File: config.mk
export PLATFORM = sky130hd
export DESIGN_NAME = load_store_trap_emulator_core
export DESIGN_NICKNAME = d
export VERILOG_FILES = /design/src/design/lste_pkg.sv /design/src/design/load_store_trap_emulator_core.sv /design/src/design/lste_decode.sv
export SDC_FILE = /design/constraint.sdc
export NUM_CORES = 1
export LEC_CHECK = 0
export BUFFER_PORTS_ARGS = -buffer_cell sky130_fd_sc_hd__buf_4
export CAP_MARGIN = 20
export CORE_ASPECT_RATIO = 0.5
export CORE_MARGIN = 3
export CORE_UTILIZATION = 45
export CTS_CLUSTER_DIAMETER = 80
export DETAILED_ROUTE_END_ITERATION = 7
export PLACE_DENSITY = 0.7
export SYNTH_ARGS = -nofsm -noshare
export SYNTH_HDL_FRONTEND = slang
export SYNTH_HIERARCHICAL = 1
export SYNTH_SLANG_ARGS = --single-unit
File: constraint.sdc
create_clock -name clk -period 6.2 [get_ports clk]
set_clock_uncertainty 0.1 [all_clocks]
set_input_delay 1.24 -clock clk [delete_from_list [all_inputs] [get_ports clk]]
set_output_delay 1.24 -clock clk [all_outputs]
set_load 0.02 [all_outputs]
File: src/design/lste_pkg.sv
// Shared types and encodings for the load/store trap emulator.
// Holds the item and result structs and the instruction match patterns.
// Depends on nothing; every other design file imports it.
package lste_pkg;

    // Requested operation for one trapped instruction.
    typedef enum logic [1:0] {
        ACT_PROBE = 2'd0,
        ACT_LOAD  = 2'd1,
        ACT_STORE = 2'd2,
        ACT_NONE  = 2'd3
    } lste_action_t;

    // Register number meaning "zero register" as a target; not a valid indexed base.
    localparam logic [4:0] REG_ZERO = 5'd31;

    // Access width code that has no signed load form.
    localparam logic [1:0] WIDTH_DOUBLE = 2'd3;

    // Load encodings: mask and match pairs.
    localparam logic [31:0] LD_IDX_MASK    = 32'h3fe00400;
    localparam logic [31:0] LD_IDX_MATCH   = 32'h38400400;
    localparam logic [31:0] LD_UOFF_MASK   = 32'h3fc00000;
    localparam logic [31:0] LD_UOFF_MATCH  = 32'h39400000;
    localparam logic [31:0] LDS_IDX_MASK   = 32'h3fa00400;
    localparam logic [31:0] LDS_IDX_MATCH  = 32'h38800400;
    localparam logic [31:0] LDS_UOFF_MASK  = 32'h3fa00000;
    localparam logic [31:0] LDS_UOFF_MATCH = 32'h39800000;
    localparam logic [31:0] LD_REG_MASK    = 32'h3fe04c00;
    localparam logic [31:0] LD_REG_MATCH   = 32'h38604800;
    localparam logic [31:0] LDS_REG_MASK   = 32'h3fa04c00;
    localparam logic [31:0] LDS_REG_MATCH  = 32'h38a04800;

    // Store encodings: mask and match pairs.
    localparam logic [31:0] ST_IDX_MASK    = 32'h3fe00400;
    localparam logic [31:0] ST_IDX_MATCH   = 32'h38000400;
    localparam logic [31:0] ST_UOFF_MASK   = 32'h3fc00000;
    localparam logic [31:0] ST_UOFF_MATCH  = 32'h39000000;
    localparam logic [31:0] ST_REG_MASK    = 32'h3fe04c00;
    localparam logic [31:0] ST_REG_MATCH   = 32'h38204800;

    // One input item.
    typedef struct packed {
        logic [1:0]  action;
        logic [31:0] insn;
        logic [63:0] load_data;
        logic [63:0] base_value;
        logic [63:0] source_value;
    } lste_item_t;

    // One result item.
    typedef struct packed {
        logic        accepted;
        logic [1:0]  access_width;
        logic [63:0] store_data;
        logic        base_write_enable;
        logic [4:0]  base_index;
        logic [63:0] new_base_value;
        logic        target_write_enable;
        logic [4:0]  target_index;
        logic [63:0] target_value;
    } lste_result_t;

endpackage

File: src/design/load_store_trap_emulator_core.sv
// Top level of the load/store trap emulator.
// Input register, decode stage and result register with valid/ready handshakes.
// Depends on lste_pkg and lste_decode.
//
// Usage:
//   The input channel (in_valid/in_ready) carries one trapped instruction per
//   item together with the action, the device load data and the current base
//   and source register values. The output channel (out_valid/out_ready)
//   returns exactly one result item per input item, in order.
//   An accepted item sits in the input register, passes through the decode
//   logic, lands in the result register once that register is free and is
//   offered on the output from then on. Throughput is one item per cycle
//   while out_ready stays high; the two registers form a two-entry pipeline,
//   so a new item is taken while a finished result waits.
//   When the receiver stalls, the result register holds its item and the
//   input register fills behind it; in_ready drops only when both are full
//   and out_ready is low.
//   Reset clears both valid flags; no item is in flight after reset.
module load_store_trap_emulator_core
    import lste_pkg::*;
(
    input  logic        clk,
    input  logic        rst_n,
    input  logic        in_valid,
    output logic        in_ready,
    input  logic [1:0]  action,
    input  logic [31:0] insn,
    input  logic [63:0] load_data,
    input  logic [63:0] base_value,
    input  logic [63:0] source_value,
    output logic        out_valid,
    input  logic        out_ready,
    output logic        accepted,
    output logic [1:0]  access_width,
    output logic [63:0] store_data,
    output logic        base_write_enable,
    output logic [4:0]  base_index,
    output logic [63:0] new_base_value,
    output logic        target_write_enable,
    output logic [4:0]  target_index,
    output logic [63:0] target_value
);

    lste_item_t   item_reg;
    lste_item_t   item_next;
    logic         item_valid_reg;
    logic         item_valid_next;
    lste_result_t result_reg;
    lste_result_t result_next;
    logic         out_valid_reg;
    logic         out_valid_next;
    logic         result_load;
    logic         in_take;

    // Pipeline flow control.
    assign result_load = !out_valid_reg || out_ready;
    assign in_ready    = !item_valid_reg || result_load;
    assign in_take     = in_valid && in_ready;

    always_comb
    begin
        item_next       = item_reg;
        item_valid_next = item_valid_reg;
        if (in_take)
        begin
            item_next = '{action:       action,
                          insn:         insn,
                          load_data:    load_data,
                          base_value:   base_value,
                          source_value: source_value};
        end
        if (in_take)
        begin
            item_valid_next = 1'b1;
        end
        else if (result_load)
        begin
            item_valid_next = 1'b0;
        end
    end

    // Decode stage.
    lste_decode u_decode (
        .item   (item_reg),
        .result (result_next)
    );

    assign out_valid_next = result_load ? item_valid_reg : out_valid_reg;

    // Control registers.
    always_ff @(posedge clk or negedge rst_n)
    begin
        if (!rst_n)
        begin
            item_valid_reg <= 1'b0;
            out_valid_reg  <= 1'b0;
        end
        else
        begin
            item_valid_reg <= item_valid_next;
            out_valid_reg  <= out_valid_next;
        end
    end

    // Payload registers.
    always_ff @(posedge clk)
    begin
        item_reg <= item_next;
        if (result_load && item_valid_reg)
        begin
            result_reg <= result_next;
        end
    end

    // Result ports.
    assign out_valid           = out_valid_reg;
    assign accepted            = result_reg.accepted;
    assign access_width        = result_reg.access_width;
    assign store_data          = result_reg.store_data;
    assign base_write_enable   = result_reg.base_write_enable;
    assign base_index          = result_reg.base_index;
    assign new_base_value      = result_reg.new_base_value;
    assign target_write_enable = result_reg.target_write_enable;
    assign target_index        = result_reg.target_index;
    assign target_value        = result_reg.target_value;

endmodule

File: src/design/lste_decode.sv
// Combinational decode and writeback computation for one trapped instruction.
// Matches load/store encodings, forms the updated base and the target or store value.
// Depends on lste_pkg.
module lste_decode
    import lste_pkg::*;
(
    input  lste_item_t   item,
    output lste_result_t result
);

    logic [4:0]   rt;
    logic [4:0]   rn;
    logic [1:0]   width;
    logic [63:0]  offset;
    logic [63:0]  new_base;
    logic [63:0]  load_ext;
    logic         known;
    logic         idx;
    logic         sgn;
    logic         ok;
    lste_action_t act;

    // Instruction fields and the pre/post-index base update.
    assign rt       = item.insn[4:0];
    assign rn       = item.insn[9:5];
    assign width    = item.insn[31:30];
    assign offset   = {{55{item.insn[20]}}, item.insn[20:12]};
    assign new_base = item.base_value + offset;
    assign act      = lste_action_t'(item.action);

    // Sign extension of loaded data for the signed forms.
    always_comb
    begin
        case (width)
            2'd0:    load_ext = {{56{item.load_data[7]}}, item.load_data[7:0]};
            2'd1:    load_ext = {{48{item.load_data[15]}}, item.load_data[15:0]};
            2'd2:    load_ext = {{32{item.load_data[31]}}, item.load_data[31:0]};
            default: load_ext = item.load_data;
        endcase
    end

    // Encoding match, in priority order.
    always_comb
    begin
        known = 1'b1;
        idx   = 1'b0;
        sgn   = 1'b0;
        unique case (act)
            ACT_PROBE, ACT_LOAD:
            begin
                if ((item.insn & LD_IDX_MASK) == LD_IDX_MATCH)
                begin
                    idx = 1'b1;
                end
                else if ((item.insn & LD_UOFF_MASK) == LD_UOFF_MATCH)
                begin
                    idx = 1'b0;
                end
                else if ((item.insn & LDS_IDX_MASK) == LDS_IDX_MATCH)
                begin
                    idx = 1'b1;
                    sgn = 1'b1;
                end
                else if ((item.insn & LDS_UOFF_MASK) == LDS_UOFF_MATCH)
                begin
                    sgn = 1'b1;
                end
                else if ((item.insn & LD_REG_MASK) == LD_REG_MATCH)
                begin
                    idx = 1'b0;
                end
                else if ((item.insn & LDS_REG_MASK) == LDS_REG_MATCH)
                begin
                    sgn = 1'b1;
                end
                else
                begin
                    known = 1'b0;
                end
            end
            ACT_STORE:
            begin
                if ((item.insn & ST_IDX_MASK) == ST_IDX_MATCH)
                begin
                    idx = 1'b1;
                end
                else if ((item.insn & ST_UOFF_MASK) == ST_UOFF_MATCH)
                begin
                    idx = 1'b0;
                end
                else if ((item.insn & ST_REG_MASK) == ST_REG_MATCH)
                begin
                    idx = 1'b0;
                end
                else
                begin
                    known = 1'b0;
                end
            end
            default:
            begin
                known = 1'b0;
            end
        endcase
    end

    // A signed double-width load and an indexed form on register 31 are rejected.
    assign ok = known && !(sgn && width == WIDTH_DOUBLE) && !(idx && rn == REG_ZERO);

    // Besides width and accepted, writeback fields stay zero unless emulated.
    always_comb
    begin
        result              = '0;
        result.access_width = width;
        result.accepted     = ok;
        if (ok && (act == ACT_LOAD || act == ACT_STORE))
        begin
            if (idx)
            begin
                result.base_write_enable = 1'b1;
                result.base_index        = rn;
                result.new_base_value    = new_base;
            end
            if (rt != REG_ZERO)
            begin
                if (act == ACT_LOAD)
                begin
                    result.target_write_enable = 1'b1;
                    result.target_index        = rt;
                    result.target_value        = sgn ? load_ext : item.load_data;
                end
                else
                begin
                    // A store whose source is the updated base stores the new base.
                    result.store_data = (idx && rt == rn) ? new_base : item.source_value;
                end
            end
        end
    end

endmodule

==> impl_metrics.yaml, run 1 <==
placement:
  pre_cts_ws_ps: 1788
  port_buffers: 438
  placed_area_sq_um: 23070
  dp_hpwl_microns: 35540
  dp_cells: 2383
  gp_congestion: 0.8984
route:
  drt-wirelength-per-cell_microns: 20.33
  via_per_inst: 5.308
  initialDrtViolationCount: 1057
  vias: 13042
  ant_nets: 0
  dr.pass1.iters: 5
  drc: 0
  routed_wl_microns: 49950
synthesis:
  synth_cells: 1440
  ys_seq_area_share_pct: 67.78
  post-synth-top-area-cell: "edfxtp_1"
  synth_cell_types: 73
  syn-cell-area_sq_um: 19260
  ys_top_cells_by_count: "edfxtp_1 (433), nand2_1 (159), a21oi_1 (142), ha_1 (67), and2_1 (65)"
  synth.avg_cell_area_sq_um: 13.37
  yosys_warnings: 6
  synth_area_leaders: "edfxtp_1 (68%), ha_1 (4.4%), a21oi_1 (3.7%)"
  post-synth-top-count-cell: "edfxtp_1"
  yosysTopAreaCellShare_pct: 67.52
  ys_ff_latch: 435
  synth_flop_cell: "edfxtp_1"
  synth_nets: 1738
  synth_edf_count: 433
  async_flop_share_pct: 0.4598
power:
  p_total_mw: 6.945
  power_density_nw_per_um2: 285.4
  peakVddDrop_uv: 166.8
  leakagePower_nw: 9.844
grt:
  grt-ovfl-total: 0
  grt_pass1_wl_microns: 75840
  grt_pass1_vias: 12962
  grt_antenna_before_repair: 3
  grt_usage_pct: 21.31
  grt_max_degree: 117
timing:
  fin_tns_setup_ps: 0
  worst_slack_ps: 1709
  setup_viol: 0
  slew_viol_final: 0
  max_clock_freq_mhz: 222.7
  fin_crit_ps: 4491
  worst_pin_slew_ps: 1016
  rsz0062_at_grt: "false"
  holdWs_ps: 369.3
  period_share_pct: 72.43
  final_hold_viol_count: 0
  relSlewSlack_pct: 31.86
finish:
  multi_input_area_sq_um: 5784
  largest_reg_flops: 226
  layout.cells.non_filler: 2457
  syn_to_final_growth_pct: 26.36
  fin_nets: 2157
  fillers: 3383
  layout-drive-gt1-share_pct: 28.30
  final_util_pct: 58.89
  final_cell_area_sq_um: 24330
  ff_latch_area_sq_um: 13050
cts:
  h-tree-depth: 2
  post_cts_resized: 0
  clockBufferDepth: 3
  cts_tree: "done"
  clk_pin_slew_worst_paths_ps: 70
  cts_num_sinks: 435
  cts_buffers: 41
  cts-root-buf: "clkbuf_16"
  cts_setup_buffers: 0
  hold_buffers: 0
  insertion_delay_ps: 550
run_status:
  status: "complete, no violations"
critical_path:
  start_kind: "flip-flop"
  cp_max_fo: 32
  crit_path_end_kind: "flip-flop"
  r2r_slack_ps: 1710
  arrival_ps: 4680
  criticalPathCategory: "reg -> reg"
  required_ps: 6390
flow_run:
  maxCapViolCount: 0
min_path:
  hp-class: "in -> async"
die:
  dieWidth_microns: 298.5
  ioPinCount: 439
  start_util_pct: 46.61
  rows: 52
  die_area_sq_um: 45460
  core_sq_um: 41310
  die_y_microns: 152.3
## per-layer routing
layer  routed length, microns  vias up  GRT usage [%]
li1                         -     6225              -
met1                    19750     6363          25.65
met2                    26310      357          39.14
met3                     2280       97          3.460
met4                     1611        0          6.824
met5                        0        -              0
## area by class of cell
cell class              instances  area share [%]
flip-flops and latches        435           53.64
multi-input cells             900           23.77
repair buffers                451           14.02
clock buffers                  48           4.325
well taps                     567           2.916
clock inverters                23          0.8330
inverters                      30          0.4628
diodes                          3         0.03085
## cell families (layout without fill, tap and decap cells)
family	after synthesis	in the layout	synth area share [%]
simple gates	404	404	10.44
fa+ha+maj	68	68	4.457
xor+xnor	66	66	3.002
buf+inv	105	552	2.235
flops	435	435	67.78
compound gates	360	360	11.98
mux	2	2	0.1040
other cells	0	3	0
## critical path, stage by stage, from the launching register on
cell,delay (ps)
edfxtp_1,420
inv_1,110
ha_1,400
nor2_1,140
o21ai_0,190
nand4_1,200
nor3_1,280
nor3_2,80
nand2_1,100
or3_1,450
clkinv_1,950
buf_4,560
and2_1,210
## cells in the final DEF (no fill, tap or decap), types with 5 or more instances in the layout
master and count:
a31oi_1 7, ha_1 67, a21oi_1 142, clkinv_2 8, o21a_1 56, nor2_1 57, xor2_1 28, o21ai_0 39
nor3_1 11, a21o_1 41, buf_4 449, clkinv_1 7, edfxtp_1 433, o31a_1 5, xnor2_1 38, and3_1 24
nand2_1 159, nand4_1 28, a211oi_1 10, nand3_1 20, clkbuf_16 41, inv_1 29, clkbuf_1 7, o21bai_1 15
or3_1 6, and2_1 64
## power by group
part | switching (mW) | total (mW) | leakage [nW] | internal (mW)
clock network | 1.08 | 2.42 | 0.615 | 1.35
logic | 0.619 | 1.02 | 4.94 | 0.401
registers | 0.0585 | 3.50 | 4.29 | 3.44
## final timing paths
kind / startpoint / endpoint / cells past startpoint
min: rst_n / item_valid_reg / 1
max: item_reg[225] / new_base_value[28] / 12
min in group clk: item_reg[167] / target_value[39] / 1
min reg2reg: item_reg[167] / target_value[39] / 1
max in group asynchronous: rst_n / out_valid / 1
max reg2reg: item_reg[225] / new_base_value[28] / 12
(Power assumes the default switching activity.)
==> run 2, diff against run 1 <==
PLACE_DENSITY = 0.67   (was 0.7)
clock period = 4.7 ns   (was 6.2 ns; I/O delays follow)
==> run 2 against run 1 <==
  * Total power is 30% higher
  * Via count grew 0.90%
  * Clock power increased by 27%
  * Register-to-register slack worse by 1400 ps
  * Setup slack got worse by 1400 ps
  * Clock-buffer cell count increased by 2
  * Hold slack worse by 300 ps
  * Combinational power is 34% higher
==> impl_metrics.yaml, run 2 (same netlist as run 1, synthesis figures left out) <==
run_status:
  status: "complete, no violations"
grt:
  grt_pass1_wl_microns: 77250
  grt_antenna_before_repair: 4
  grt-ovfl-total: 0
  grt_max_degree: 66
  grt_pass1_vias: 13022
  grt_usage_pct: 21.82
placement:
  gp_congestion: 0.9193
  dp_cells: 2391
  port_buffers: 438
  dp_hpwl_microns: 37040
die:
  rows: 52
  die_area_sq_um: 45460
  die_y_microns: 152.3
  start_util_pct: 46.61
  dieWidth_microns: 298.5
  core_sq_um: 41310
  ioPinCount: 439
critical_path:
  cp_max_fo: 18
  criticalPathCategory: "reg -> reg"
  crit_path_end_kind: "flip-flop"
  crit_chain: "buf_4 > ha_1 > nand4_1 > a2111oi_1 > o211ai_1 > a211oi_2 > o21ai_1 > a31oi_1 > a311oi_2 > xnor2_1 > nand2_1 > a21oi_1"
  cp_slowest_cell: "a2111oi_1"
  max_stage_delay_ps: 730
  arrival_ps: 4580
  required_ps: 4860
  start_kind: "flip-flop"
route:
  initialDrtViolationCount: 1033
  drc: 0
  drt-wirelength-per-cell_microns: 20.96
  via_per_inst: 5.336
  dr.pass1.iters: 5
  vias: 13159
  routed_wl_microns: 51680
  ant_nets: 0
power:
  power_density_nw_per_um2: 371.3
  leakagePower_nw: 9.877
  peakVddDrop_uv: 218.1
finish:
  layout.cells.non_filler: 2466
  fin_nets: 2164
  syn_to_final_growth_pct: 26.67
  layout-drive-gt1-share_pct: 28.34
  layout_commonest_cell: "buf_4"
  final_cell_mix: "buf_4 (453), edfxtp_1 (433), nand2_1 (159)"
  largest_reg_flops: 226
cts:
  insertion_delay_ps: 550
  post_cts_resized: 0
  clk_pin_slew_worst_paths_ps: 60
  h-tree-depth: 2
  cts_num_sinks: 435
  hold_buffers: 0
  cts_buffers: 40
  cts-root-buf: "clkbuf_16"
  cts_tree: "done"
  cts_setup_buffers: 0
  clockBufferDepth: 3
timing:
  fin_tns_setup_ps: 0
  final_hold_viol_count: 0
  holdWs_ps: 70.39
  setup_viol: 0
  max_clock_freq_mhz: 226.0
  fin_crit_ps: 4426
  worst_pin_slew_ps: 1013
  relSlewSlack_pct: 32.35
  period_share_pct: 94.16
  rsz0062_at_grt: "false"
  slew_viol_final: 0
min_path:
  hp-class: "in -> async"
flow_run:
  maxCapViolCount: 0
[run 2: changes by cell type in the layout (fill, tap and decap cells not counted), moves of 2 or more]
| cell | change |
|---|---|
| clkinvlp_4 | -2 |
| clkinv_1 | +2 |
| clkinv_2 | -2 |
| bufinv_16 | -2 |
| buf_4 | +4 |
| clkbuf_1 | +3 |
| buf_12 | +4 |
| inv_6 | -2 |
[run 2: layout make-up]
type                       instances  area (sq um)
timing repair buffer             459          3521
sequential                       435         13050
clock buffer                      50          1039
antenna                            4         10.01
multi-input combinational        900          5792
tap                              567         709.4
clock inverter                    21         156.4
fill                            3356         16920
inverter                          30         112.6
[run 2: where the power goes]
group | total [mW] | switching [mW] | internal [mW] | leakage [nW]
registers | 4.62 | 0.0827 | 4.54 | 4.29
clock network | 3.07 | 1.43 | 1.64 | 0.586
logic | 1.37 | 0.826 | 0.543 | 5.00
[run 2: worst paths after layout]
kind                       slack (ps)           from  depth (start not counted)          endpoint
min reg2reg                       430  item_reg[169]                          1  target_value[41]
max reg2reg                       270  item_reg[212]                         12    store_data[62]
min                                70          rst_n                          1         out_valid
min in group clk                  430  item_reg[169]                          1  target_value[41]
max in group asynchronous        4340          rst_n                          1    item_valid_reg
max                               270  item_reg[212]                         12    store_data[62]
[run 2: per-layer routing]
layer,GRT usage [%],vias up,wire (microns)
met3,3.260,91,2463
met4,7.011,0,1578
met5,0,-,0
li1,-,6235,-
met2,38.86,404,26500
met1,27.46,6429,21130
[run 2: critical path: cells and delay by family (launching register included)]
| family | cells | cell delay [ps] |
|---|---|---|
| AOI/OAI and AO/OA | 7 | 2140 |
| DFF | 1 | 690 |
| adders and majority gates | 1 | 470 |
| buffers and inverters | 1 | 310 |
| and+or+nand+nor | 2 | 260 |
| xor gates and xnor gates | 1 | 160 |
[run 2: metrics by stage]
| stage | setup WS [ps] | power [mW] | instance area [sq um] | util (%) |
|---|---|---|---|---|
| after CTS | 415.5 | 9.161 | 24380 | 59.02 |
| after global routing | 114.9 | 9.430 | 24390 | 59.04 |
| after floorplan | 562.0 | 5.491 | 19260 | - |
| final | 274.3 | 9.057 | 24390 | 59.04 |
| after detailed placement | 420.4 | 6.070 | 23190 | 56.12 |
| after global placement | 472.7 | 6.060 | 23180 | 56.11 |
==> run 3, diff against run 2 <==
CORE_MARGIN = unset   (was 3)
==> run 3 against run 2 <==
  * Via count down 0.67%
  * Design area increased by 0.43%
  * Core utilization shrank 0.87 points
  * Highest routed layer unchanged
==> impl_metrics.yaml, run 3 (same netlist as run 1, synthesis figures left out) <==
route:
  vias: 13071
  via_per_inst: 5.281
  top_layer: "met4"
  drt-wirelength-per-cell_microns: 20.18
  initialDrtViolationCount: 789
  ant_nets: 0
  met3_length_microns: 2224
  wl_met1_microns: 20690
  wl_met2_microns: 25580
  drc: 0
  routed_wl_microns: 49940
  dr.pass1.iters: 5
cts:
  cts_buffers: 41
  clk_pin_slew_worst_paths_ps: 70
  post_cts_resized: 0
  insertion_delay_ps: 570
  cts_setup_buffers: 0
  cts_tree: "done"
  h-tree-depth: 2
  cts-root-buf: "clkbuf_16"
  cts_num_sinks: 435
  hold_buffers: 0
  clockBufferDepth: 3
timing:
  slew_viol_final: 0
  fin_crit_ps: 4178
  final_hold_viol_count: 0
  relSlewSlack_pct: 31.84
  worst_slack_ps: 522.0
  fin_tns_setup_ps: 0
  max_clock_freq_mhz: 239.3
  worst_pin_slew_ps: 1022
  rsz0062_at_grt: "false"
  setup_viol: 0
  period_share_pct: 88.89
die:
  dieWidth_microns: 294.5
  die_y_microns: 148.3
  die_area_sq_um: 43670
  rows: 53
  start_util_pct: 45.73
  ioPinCount: 439
  core_sq_um: 42110
power:
  p_int_mw: 6.878
  p_switching_mw: 2.391
  p_seq_share_pct: 49.8
  p_sw_share_pct: 25.80
  combPwrFrac_pct: 14.6
  peakVddDrop_uv: 281.0
  clkPwrFrac_pct: 35.6
  power_density_nw_per_um2: 378.4
  leakagePower_nw: 9.903
critical_path:
  criticalPathCategory: "reg -> reg"
  crit_chain: "buf_12 > ha_1 > nand4_1 > a2111oi_1 > o211ai_1 > a211oi_2 > o21ai_1 > a31oi_1 > a311oi_2 > xnor2_1 > nand2_1 > a21oi_1"
  required_ps: 5010
  worstPathBufferInverterCount: 1
  max_stage_delay_ps: 860
  crit_path_end_kind: "flip-flop"
  arrival_ps: 4490
  start_kind: "flip-flop"
  cp_max_fo: 56
  cp_slowest_cell: "a2111oi_1"
  crit_family: "compound AO/OA/AOI/OAI gates"
finish:
  fin_nets: 2162
  layout_commonest_cell: "buf_4"
  final_util_pct: 58.17
  largest_reg_flops: 226
  layout-drive-gt1-share_pct: 28.51
  syn_to_final_growth_pct: 27.21
  fillers: 3453
  final_cell_mix: "buf_4 (450), edfxtp_1 (433), nand2_1 (159)"
  final_cell_area_sq_um: 24500
min_path:
  hp-class: "in -> async"
placement:
  placed_area_sq_um: 23180
  pre_cts_ws_ps: 654.3
  dp_hpwl_microns: 35700
  port_buffers: 438
  gp_congestion: 0.8886
flow_run:
  maxCapViolCount: 0
grt:
  grt_max_degree: 89
  grt_pass1_vias: 12847
  grt-ovfl-total: 0
  grt_pass1_wl_microns: 74110
  grt_antenna_before_repair: 4
  grt_usage_pct: 22.25
run_status:
  status: "complete, no violations"
run 3: changes by cell type in the layout (fill, tap and decap cells not counted), sizes merged:
| cell | before | now |
|---|---|---|
| bufinv | 1 | 3 |
| clkinv | 17 | 14 |
| clkinvlp | 0 | 3 |
| buf | 459 | 456 |
run 3: final timing paths:
| check | start | endpoint | slack, ps | cells after the start |
|---|---|---|---|---|
| worst max-delay path | item_reg[212] | store_data[62] | 520 | 12 |
| worst min-delay path | rst_n | out_valid | 40 | 1 |
| worst max register to register | item_reg[212] | store_data[62] | 520 | 12 |
| worst min register to register | item_reg[145] | target_value[17] | 440 | 1 |
| max in group asynchronous | rst_n | item_valid_reg | 4370 | 1 |
| min in group clk | item_reg[145] | target_value[17] | 440 | 1 |
run 3: power groups by stage:
stage | clock network (mW) | registers [mW] | logic, mW
after floorplan | 0 | 4.85 | 0.644
after global placement | 0 | 4.70 | 1.35
after detailed placement | 0 | 4.70 | 1.35
after CTS | 3.37 | 4.62 | 1.36
after global routing | 3.54 | 4.64 | 1.46
final | 3.30 | 4.62 | 1.36
run 3: routing by layer:
metal | vias to the layer above | track usage [%]
li1 | 6237 | -
met1 | 6428 | 28.13
met2 | 317 | 39.16
met3 | 89 | 3.601
met4 | 0 | 7.318
met5 | - | 0
run 3: layout make-up:
class                      instances  area (sq um)  share of cell area [%]
multi-input combinational        900          5792                   23.64
timing repair buffer             456          3498                   14.28
tap                              577         721.9                   2.947
sequential                       435         13050                   53.28
clock buffer                      50          1060                   4.326
clock inverter                    23         249.0                   1.016
antenna                            4         10.01                 0.04086
inverter                          30         112.6                  0.4597
run 3: metrics by stage:
stage / hold WS (ps) / power, mW / instances
4_1_cts: 25.79 / 9.350 / 2471
3_5_place_dp: 414.2 / 6.054 / 2398
6_report: 43.83 / 9.269 / 2475
3_3_place_gp: 411.5 / 6.045 / 2398
5_1_grt: 30.34 / 9.635 / 2475
2_1_floorplan: 410.0 / 5.491 / 1440
